--- config.mk ---
export PLATFORM = sky130hd
export DESIGN_NAME = double_ended_queue
export DESIGN_NICKNAME = d
export VERILOG_FILES = /design/src/sv/deq_pkg.sv /design/src/sv/double_ended_queue.sv /design/src/sv/deq_ram.sv /design/src/sv/deq_ctrl.sv /design/src/sv/deq_datapath.sv
export SDC_FILE = /design/constraint.sdc
export NUM_CORES = 2
export LEC_CHECK = 0
export ABC_AREA = 1
export BUFFER_PORTS_ARGS = -buffer_cell sky130_fd_sc_hd__clkbuf_2
export CAP_MARGIN = 20
export CORE_MARGIN = 2
export CORE_UTILIZATION = 30
export DETAILED_ROUTE_END_ITERATION = 10
export PLACE_DENSITY = 0.48
export SLEW_MARGIN = 20
export SYNTH_ARGS = -nofsm -noshare
export SYNTH_HDL_FRONTEND = slang
export SYNTH_SLANG_ARGS = --single-unit
--- constraint.sdc ---
create_clock -name i_clk -period 4.79 [get_ports i_clk]
set_input_delay 0.958 -clock i_clk [delete_from_list [all_inputs] [get_ports i_clk]]
set_output_delay 0.958 -clock i_clk [all_outputs]
set_load 0.01 [all_outputs]
--- src/sv/deq_pkg.sv ---
// Shared types and constants for the double-ended queue.
// No dependencies; imported by every module of the block but deq_ram.
package deq_pkg;

    localparam int CMD_W     = 3;
    localparam int DATA_W    = 32;
    localparam int IDX_W     = 6;
    localparam int STAT_W    = 2;
    localparam int CNT_W     = 7;
    localparam int DEPTH_DEF = 64;

    typedef enum logic [CMD_W-1:0] {
        CMD_PUSH_BACK  = 3'd0,
        CMD_PUSH_FRONT = 3'd1,
        CMD_POP_BACK   = 3'd2,
        CMD_POP_FRONT  = 3'd3,
        CMD_READ       = 3'd4,
        CMD_WRITE      = 3'd5
    } t_cmd;

    typedef enum logic [STAT_W-1:0] {
        ST_OK    = 2'd0,
        ST_EMPTY = 2'd1,
        ST_FULL  = 2'd2,
        ST_RANGE = 2'd3
    } t_status;

    // controller -> datapath commands
    typedef struct packed {
        logic load;   // capture the incoming request
        logic exec;   // perform the request on the store and pointers
    } t_ctrl;

endpackage

--- src/sv/double_ended_queue.sv ---
// channel  | valid        | ready        | payload
// ---------+--------------+--------------+---------------------------
// request  | i_in_valid   | o_in_ready   | i_cmd, i_value, i_index
// result   | o_out_valid  | i_out_ready  | o_data, o_status, o_count
//
// A request is taken in idle, executed on the next cycle (at most one store
// access, pointer and count update), and its result is valid the cycle after that.
// The single store port has registered read data. The result holds until
// taken; no request is taken meanwhile. Synchronous active-low reset empties
// the queue at once.
// Depends on deq_pkg, deq_ctrl, deq_datapath, deq_ram.
module double_ended_queue
    import deq_pkg::*;
#(
    parameter int DEPTH = DEPTH_DEF
) (
    input  logic                     i_clk,
    input  logic                     i_rst_n,
    input  logic                     i_in_valid,
    output logic                     o_in_ready,
    input  logic [CMD_W-1:0]         i_cmd,
    input  logic signed [DATA_W-1:0] i_value,
    input  logic [IDX_W-1:0]         i_index,
    output logic                     o_out_valid,
    input  logic                     i_out_ready,
    output logic signed [DATA_W-1:0] o_data,
    output logic [STAT_W-1:0]        o_status,
    output logic [CNT_W-1:0]         o_count
);

    t_ctrl ctrl;

    deq_ctrl u_ctrl (
        .i_clk       (i_clk),
        .i_rst_n     (i_rst_n),
        .i_in_valid  (i_in_valid),
        .o_in_ready  (o_in_ready),
        .o_out_valid (o_out_valid),
        .i_out_ready (i_out_ready),
        .o_ctrl      (ctrl)
    );

    deq_datapath #(
        .DEPTH (DEPTH)
    ) u_dp (
        .i_clk    (i_clk),
        .i_rst_n  (i_rst_n),
        .i_ctrl   (ctrl),
        .i_cmd    (i_cmd),
        .i_value  (i_value),
        .i_index  (i_index),
        .o_data   (o_data),
        .o_status (o_status),
        .o_count  (o_count)
    );

endmodule

--- src/sv/deq_ram.sv ---
// Generic single-port RAM with registered read data.
// No dependencies.
module deq_ram #(
    parameter int WIDTH = 32,
    parameter int DEPTH = 64
) (
    input  logic                     i_clk,
    input  logic                     i_we,
    input  logic                     i_re,
    input  logic [$clog2(DEPTH)-1:0] i_addr,
    input  logic [WIDTH-1:0]         i_wdata,
    output logic [WIDTH-1:0]         o_rdata
);

    logic [WIDTH-1:0] r_mem [DEPTH];
    logic [WIDTH-1:0] r_rdata;

    always_ff @(posedge i_clk) begin
        if (i_we) begin
            r_mem[i_addr] <= i_wdata;
        end
        if (i_re) begin
            r_rdata <= r_mem[i_addr];
        end
    end

    assign o_rdata = r_rdata;

endmodule

--- src/sv/deq_ctrl.sv ---
// Sequencer for the double-ended queue: request intake, execute, result hold.
// Depends on deq_pkg.
module deq_ctrl
    import deq_pkg::*;
(
    input  logic  i_clk,
    input  logic  i_rst_n,
    input  logic  i_in_valid,
    output logic  o_in_ready,
    output logic  o_out_valid,
    input  logic  i_out_ready,
    output t_ctrl o_ctrl
);

    typedef enum logic [2:0] {
        S_IDLE = 3'b001,
        S_EXEC = 3'b010,
        S_OUT  = 3'b100
    } t_state;

    t_state r_state, n_state;

    always_comb begin
        n_state = r_state;
        case (r_state)
            S_IDLE: begin
                if (i_in_valid) begin
                    n_state = S_EXEC;
                end
            end
            S_EXEC: begin
                n_state = S_OUT;
            end
            S_OUT: begin
                if (i_out_ready) begin
                    n_state = S_IDLE;
                end
            end
            default: begin
                n_state = S_IDLE;
            end
        endcase
    end

    always_ff @(posedge i_clk) begin
        if (!i_rst_n) begin
            r_state <= S_IDLE;
        end else begin
            r_state <= n_state;
        end
    end

    assign o_in_ready  = (r_state == S_IDLE);
    assign o_out_valid = (r_state == S_OUT);
    assign o_ctrl.load = (r_state == S_IDLE) && i_in_valid;
    assign o_ctrl.exec = (r_state == S_EXEC);

endmodule

--- src/sv/deq_datapath.sv ---
// Datapath for the double-ended queue: request registers, ring pointers,
// slot arithmetic and the word store. Depends on deq_pkg and deq_ram.
module deq_datapath
    import deq_pkg::*;
#(
    parameter int DEPTH = DEPTH_DEF
) (
    input  logic                     i_clk,
    input  logic                     i_rst_n,
    input  t_ctrl                    i_ctrl,
    input  logic [CMD_W-1:0]         i_cmd,
    input  logic signed [DATA_W-1:0] i_value,
    input  logic [IDX_W-1:0]         i_index,
    output logic signed [DATA_W-1:0] o_data,
    output logic [STAT_W-1:0]        o_status,
    output logic [CNT_W-1:0]         o_count
);

    localparam int AW = $clog2(DEPTH);
    localparam int HW = $clog2(DEPTH + 1);
    localparam int CW = (HW > IDX_W) ? HW : IDX_W;
    localparam int XW = (HW > CNT_W) ? HW : CNT_W;

    localparam logic [AW:0]   DEPTH_S = (AW + 1)'(DEPTH);
    localparam logic [AW-1:0] LAST    = AW'(DEPTH - 1);
    localparam logic [HW-1:0] FULL_N  = HW'(DEPTH);

    // request registers (payload)
    t_cmd                     r_cmd;
    logic signed [DATA_W-1:0] r_value;
    logic [IDX_W-1:0]         r_index;

    // queue state
    logic [AW-1:0]   r_front, n_front;
    logic [HW-1:0]   r_held, n_held;
    t_status         r_status, n_status;
    logic            r_rd_ok, n_rd_ok;

    logic [CW-1:0]   idx_ext, held_ext;
    logic [AW-1:0]   pos;
    logic [AW:0]     sum;
    logic [AW-1:0]   slot;
    logic [AW-1:0]   front_dec, front_inc;
    logic            full, empty, idx_ok;

    logic            ram_we, ram_re;
    logic [AW-1:0]   ram_addr;
    logic [DATA_W-1:0] ram_q;
    logic [XW-1:0]   held_x;

    always_ff @(posedge i_clk) begin
        if (i_ctrl.load) begin
            r_cmd   <= t_cmd'(i_cmd);
            r_value <= i_value;
            r_index <= i_index;
        end
    end

    assign idx_ext  = CW'(r_index);
    assign held_ext = CW'(r_held);
    assign full     = (r_held == FULL_N);
    assign empty    = (r_held == '0);
    assign idx_ok   = (idx_ext < held_ext);

    // position from the front; only used where it is below DEPTH
    assign pos = (r_cmd == CMD_PUSH_BACK) ? held_ext[AW-1:0] : idx_ext[AW-1:0];
    assign sum = {1'b0, r_front} + {1'b0, pos};
    assign slot = (sum >= DEPTH_S) ? AW'(sum - DEPTH_S) : sum[AW-1:0];

    assign front_dec = (r_front == '0) ? LAST : r_front - 1'b1;
    assign front_inc = (r_front == LAST) ? '0 : r_front + 1'b1;

    always_comb begin
        n_front  = r_front;
        n_held   = r_held;
        n_status = ST_OK;
        n_rd_ok  = 1'b0;
        ram_we   = 1'b0;
        ram_re   = 1'b0;
        ram_addr = slot;
        case (r_cmd)
            CMD_PUSH_BACK: begin
                if (full) begin
                    n_status = ST_FULL;
                end else begin
                    ram_we = 1'b1;
                    n_held = r_held + 1'b1;
                end
            end
            CMD_PUSH_FRONT: begin
                ram_addr = front_dec;
                if (full) begin
                    n_status = ST_FULL;
                end else begin
                    ram_we  = 1'b1;
                    n_front = front_dec;
                    n_held  = r_held + 1'b1;
                end
            end
            CMD_POP_BACK: begin
                if (empty) begin
                    n_status = ST_EMPTY;
                end else begin
                    n_held = r_held - 1'b1;
                end
            end
            CMD_POP_FRONT: begin
                if (empty) begin
                    n_status = ST_EMPTY;
                end else begin
                    n_front = front_inc;
                    n_held  = r_held - 1'b1;
                end
            end
            CMD_READ: begin
                if (!idx_ok) begin
                    n_status = ST_RANGE;
                end else begin
                    ram_re  = 1'b1;
                    n_rd_ok = 1'b1;
                end
            end
            CMD_WRITE: begin
                if (!idx_ok) begin
                    n_status = ST_RANGE;
                end else begin
                    ram_we = 1'b1;
                end
            end
            default: begin
            end
        endcase
    end

    always_ff @(posedge i_clk) begin
        if (!i_rst_n) begin
            r_front  <= '0;
            r_held   <= '0;
            r_status <= ST_OK;
            r_rd_ok  <= 1'b0;
        end else if (i_ctrl.exec) begin
            r_front  <= n_front;
            r_held   <= n_held;
            r_status <= n_status;
            r_rd_ok  <= n_rd_ok;
        end
    end

    deq_ram #(
        .WIDTH (DATA_W),
        .DEPTH (DEPTH)
    ) u_ram (
        .i_clk   (i_clk),
        .i_we    (ram_we && i_ctrl.exec),
        .i_re    (ram_re && i_ctrl.exec),
        .i_addr  (ram_addr),
        .i_wdata ($unsigned(r_value)),
        .o_rdata (ram_q)
    );

    assign held_x   = XW'(r_held);
    assign o_data   = r_rd_ok ? $signed(ram_q) : '0;
    assign o_status = r_status;
    assign o_count  = held_x[CNT_W-1:0];

endmodule
==> results.txt <==
----------------------------------------------------
[Placed design]
  Port Buffers ... 87
  DP Wirelength ... about 160000 um
  Setup slack after placement ... 153 ps
  Final RePlAce weighted congestion ... 0.823

[Worst setup path]
  Cell type with the highest occurrence count on the critical path ... sky130_fd_sc_hd__nand2_1
  Slowest cell on crit path ... sky130_fd_sc_hd__nor2_4
  Stage delay of the slowest cell on the critical path ... 760 ps
  Total buffers and inverters traversed by the critical path ... 4
  CP cell instances ... nor2_1, nand2_1, buf_4, o21ai_0, ha_1, nand2_1, inv_1, nand2_1, nand2_1, nor2_1, nand3_1, nand3_1, nand2_1, nor2_1, nand2_1, buf_12, nor2_4, buf_4
  Type of element capturing the critical path ... flip-flop
  Worst path required time ... around 5400 ps
  Crit path DAT ... 5070 ps
  Max FO, Critical Path ... 20
  Worst Setup Start Kind ... flip-flop
  Setup Crit Path Kind ... reg -> reg
  Crit path max-delay family ... simple AND/OR/NAND/NOR gates

[Routing]
  Via density per instance ... slightly below 5
  Total number of vias ... roughly 59000
  DR DRC count ... 0
  Wire length after detailed routing ... 285000 um
  Final antenna-violating net count ... 0
  Number of violations reported at the end of detailed-routing iteration 0 ... around 5700
  Wirelength per Cell ... approximately 23 um
  Number of search-and-repair iterations in the first detailed-routing pass ... 6

[Floorplan]
  Initial core utilization ... between 30% and 40%
  Die height ... 547 um
  Horizontal die dimension ... around 550 um
  I/O pins ... between 80 and 90
  Die ar. ... 0.299 sq mm
  Cell row count ... 199
  Core area ... around 0.29 sq mm

[Pwr]
  Clk network pwr share ... about two fifths
  Max VDD drop ... 0.306 mV
  Power density over cell area ... roughly 420 mW/mm^2
  Internal power ... around 32000 uW
  Leakage power of the design ... around 0.039 uW
  Power dissipated by switching net loads ... between 10000 and 15000 uW
  Relative contribution of combinational cells to total power ... between 10% and 20%
  Sequential share of power ... around half
  Proportion of total power due to net switching ... between 20% and 30%
  Total power consumption of the routed design ... between 40000 and 50000 uW

[Finish]
  Nets ... 8204
  Filler instances ... just under 30000
  Leading cell types in the layout, fill and taps excluded ... 3648 x sky130_fd_sc_hd__nand2_1, 2121 x sky130_fd_sc_hd__edfxtp_1, 501 x sky130_fd_sc_hd__nand3_1
  Layout-stage area growth over the synthesis result ... 15.3%
  Commonest non-fill, non-tap cell in the layout ... sky130_fd_sc_hd__nand2_1
  Share of final-layout standard cells stronger than drive strength 1 ... just under 9%
  Multi-input gate area in the final layout ... between 0.02 and 0.025 sq mm
  Combined flip-flop and latch cell area ... around 0.064 sq mm

[Clocking]
  CTS Hold Buffers Added ... 0
  Latest clock arrival within the worst-skew pair ... just over 900 ps
  Maximum count of clock buffers along a single path ... 4
  Clock sink count ... around 2100
  Number of buffers inserted during clock tree synthesis ... 229
  Clock-pin transition on the worst setup and hold timing paths ... 60 ps
  Number of H-tree levels ... 4
  CTS root buf ... sky130_fd_sc_hd__clkbuf_16
  Clock tree from TritonCTS ... yes

[Global routing]
  Total routing resource utilization after global routing ... a little under a fifth
  Overall overflow remaining after global route ... 0
  Antenna violations before repair ... 10
  Number of global-route vias before repair ... roughly 57000
  Global-route wire length before repair ... 411000 um
  Maximum number of pins on one net before global-route repair ... between 150 and 200

[Timing]
  Setup violation total in the final timing report ... 0
  Slew HR ... a little under a third
  Period utilisation layout ... 94.2%
  Min Hold Slack ... between 200 and 250 ps
  Setup repair after global routing missed its margin ... false
  Final worst clock skew ... 51.2 ps
  Max frequency ... approximately 220 MHz
  Final worst path period need ... approximately 4500 ps
  Post-layout worst setup margin ... about 280 ps
  Actual transition at the worst max-transition pin ... about 1000 ps
  Count of final max-slew check failures ... 0
  Count of endpoints failing hold in the final timing report ... 0

[Synthesis]
  Cell area after synthesis ... 0.0884 sq mm
  Post-synthesis register bit count ... roughly 2100
  Number of nets produced by synthesis ... between 8000 and 9000
  Share of synthesized area occupied by flip-flops and latches ... between 70% and 80%
  Count of synthesis-stage warnings from yosys ... 0
  Post-Syn Instances ... around 8000
  Mean area per synthesized cell ... about 11 sq um
  Most frequently used flop master after synthesis ... sky130_fd_sc_hd__edfxtp_1
  Number of distinct library cells after synthesis ... 41
  Share of flip-flops with an asynchronous set or reset ... 0%
  Number of flops mapped to enable cells by yosys ... around 2100

[Outcome]
  Result of the run ... completed

[Min path]
  Hold WC Path Type ... in -> reg

[Run]
  Max-cap check violation count ... 0

----------------------------------------------------
-- flip-flops by register name, summed over array words and instances, names as in the netlist --
register	cells
u_dp.r_value	32
u_dp.r_cmd	3
u_dp.o_status	2
u_dp.r_front	6
u_dp.u_ram.o_rdata	32
u_dp.u_ram.r_mem	2048
u_ctrl.r_state	3
u_dp.r_rd_ok	1
u_dp.r_index	6
u_dp.o_count	7
-- stage by stage --
| step | TNS [ps] | instances | util (%) | area [sq um] |
|---|---|---|---|---|
| 2_1_floorplan | -99960 | 8009 | - | 88400 |
| 3_3_place_gp | 0 | 11800 | 32.3 | 94900 |
| 3_5_place_dp | 0 | 11800 | 32.3 | 94900 |
| 4_1_cts | 0 | 12200 | 34.7 | 102000 |
| 5_1_grt | 0 | 12200 | 34.7 | 102000 |
| 6_report | 0 | 12200 | 34.7 | 102000 |
-- power groups by stage --
stage                     Sequential (uW)  Clock, uW  Combinational, uW
after global placement              21200          0               5310
after CTS                           20800      17500               5330
after floorplan                     21400          0               2860
after detailed placement            21200          0               5310
after global routing                20800      18100               5810
final                               20800      17100               5310
-- metal layers --
| layer | GRT usage [%] | part of all wire, % | wire length, um | vias up |
|---|---|---|---|---|
| li1 | - | - | - | 27300 |
| met5 | 0 | 0 | 0 | - |
| met4 | 4.95 | 2.5 | 7130 | 0 |
| met1 | 25.9 | 44 | 126000 | 29500 |
| met2 | 30.4 | 47 | 134000 | 1941 |
| met3 | 2.54 | 6.3 | 18000 | 356 |
-- cell families (layout without fill, tap and decap cells) --
logic type                 after synthesis  count (layout)  synth area share, %
AOI/OAI and AO/OA                      504             504                 2.91
xor gates and xnor gates                 6               6               0.0594
adders and majority gates               22              22                0.328
buffers and inverters                  685             997                 3.41
DFF                                   2140            2140                 72.5
other                                    0               7                    0
and+or+nand+nor                       4652            4652                 20.8
-- Yosys cell counts, types with 2 or more instances --
| library cell | n | area, sq um |
|---|---|---|
| sky130_fd_sc_hd__a21o_1 | 2 | 15.0 |
| sky130_fd_sc_hd__a21oi_1 | 326 | 1630 |
| sky130_fd_sc_hd__buf_1 | 30 | 113 |
| sky130_fd_sc_hd__buf_2 | 222 | 1110 |
| sky130_fd_sc_hd__buf_4 | 29 | 218 |
| sky130_fd_sc_hd__buf_6 | 8 | 90.1 |
| sky130_fd_sc_hd__clkbuf_1 | 133 | 499 |
| sky130_fd_sc_hd__clkinv_1 | 2 | 7.51 |
| sky130_fd_sc_hd__dfxtp_1 | 19 | 380 |
| sky130_fd_sc_hd__edfxtp_1 | 2121 | 63700 |
| sky130_fd_sc_hd__fa_1 | 2 | 40.0 |
| sky130_fd_sc_hd__ha_1 | 20 | 250 |
| sky130_fd_sc_hd__inv_1 | 251 | 942 |
| sky130_fd_sc_hd__inv_2 | 9 | 33.8 |
| sky130_fd_sc_hd__nand2_1 | 3650 | 13700 |
| sky130_fd_sc_hd__nand2_2 | 5 | 31.3 |
| sky130_fd_sc_hd__nand2_4 | 3 | 33.8 |
| sky130_fd_sc_hd__nand3_1 | 502 | 2510 |
| sky130_fd_sc_hd__nand3_2 | 5 | 50.1 |
| sky130_fd_sc_hd__nand3b_1 | 2 | 15.0 |
| sky130_fd_sc_hd__nand4_1 | 64 | 400 |
| sky130_fd_sc_hd__nand4_2 | 2 | 25.0 |
| sky130_fd_sc_hd__nor2_1 | 390 | 1460 |
| sky130_fd_sc_hd__nor2_2 | 2 | 12.5 |
| sky130_fd_sc_hd__nor2_4 | 2 | 22.5 |
| sky130_fd_sc_hd__nor3_1 | 11 | 55.1 |
| sky130_fd_sc_hd__o211ai_1 | 13 | 97.6 |
| sky130_fd_sc_hd__o21ai_0 | 138 | 691 |
| sky130_fd_sc_hd__o21ai_1 | 20 | 100 |
| sky130_fd_sc_hd__or2_0 | 8 | 50.1 |
| sky130_fd_sc_hd__or2_1 | 2 | 12.5 |
| sky130_fd_sc_hd__or2_2 | 3 | 18.8 |
| sky130_fd_sc_hd__xnor2_1 | 2 | 17.5 |
| sky130_fd_sc_hd__xor2_1 | 4 | 35.0 |
-- worst paths after layout --
path / startpoint / to / slack (ps) / cells past startpoint
worst max-delay path: u_dp.r_cmd[0]$_DFFE_PP_ / u_dp.u_ram.r_mem[9][25]$_DFFE_PP_ / 280 / 18
worst min-delay path: i_value[15] / u_dp.r_value[15]$_DFFE_PP_ / 220 / 1
worst max register to register: u_dp.r_cmd[0]$_DFFE_PP_ / u_dp.u_ram.r_mem[9][25]$_DFFE_PP_ / 280 / 18
worst min register to register: u_dp.o_status[1]$_SDFFE_PN0P_ / u_dp.o_status[1]$_SDFFE_PN0P_ / 470 / 2
-- layout make-up --
cell class                 count  share of cell area (%)
multi-input combinational   5184                    21.5
clock buffer                 269                    5.81
timing repair buffer         320                    2.94
tap                         3919                    4.81
inverter                     262                    1.00
antenna                        7                  0.0172
sequential                  2140                    62.8
clock inverter               146                    1.12
-- what timing repair did --
action,4_1_cts,5_1_grt
gates resized for setup,0,3
buffers inserted,0,0
endpoints found under the setup margin,0,24
Note: power is estimated with default switching activity, not from simulation.
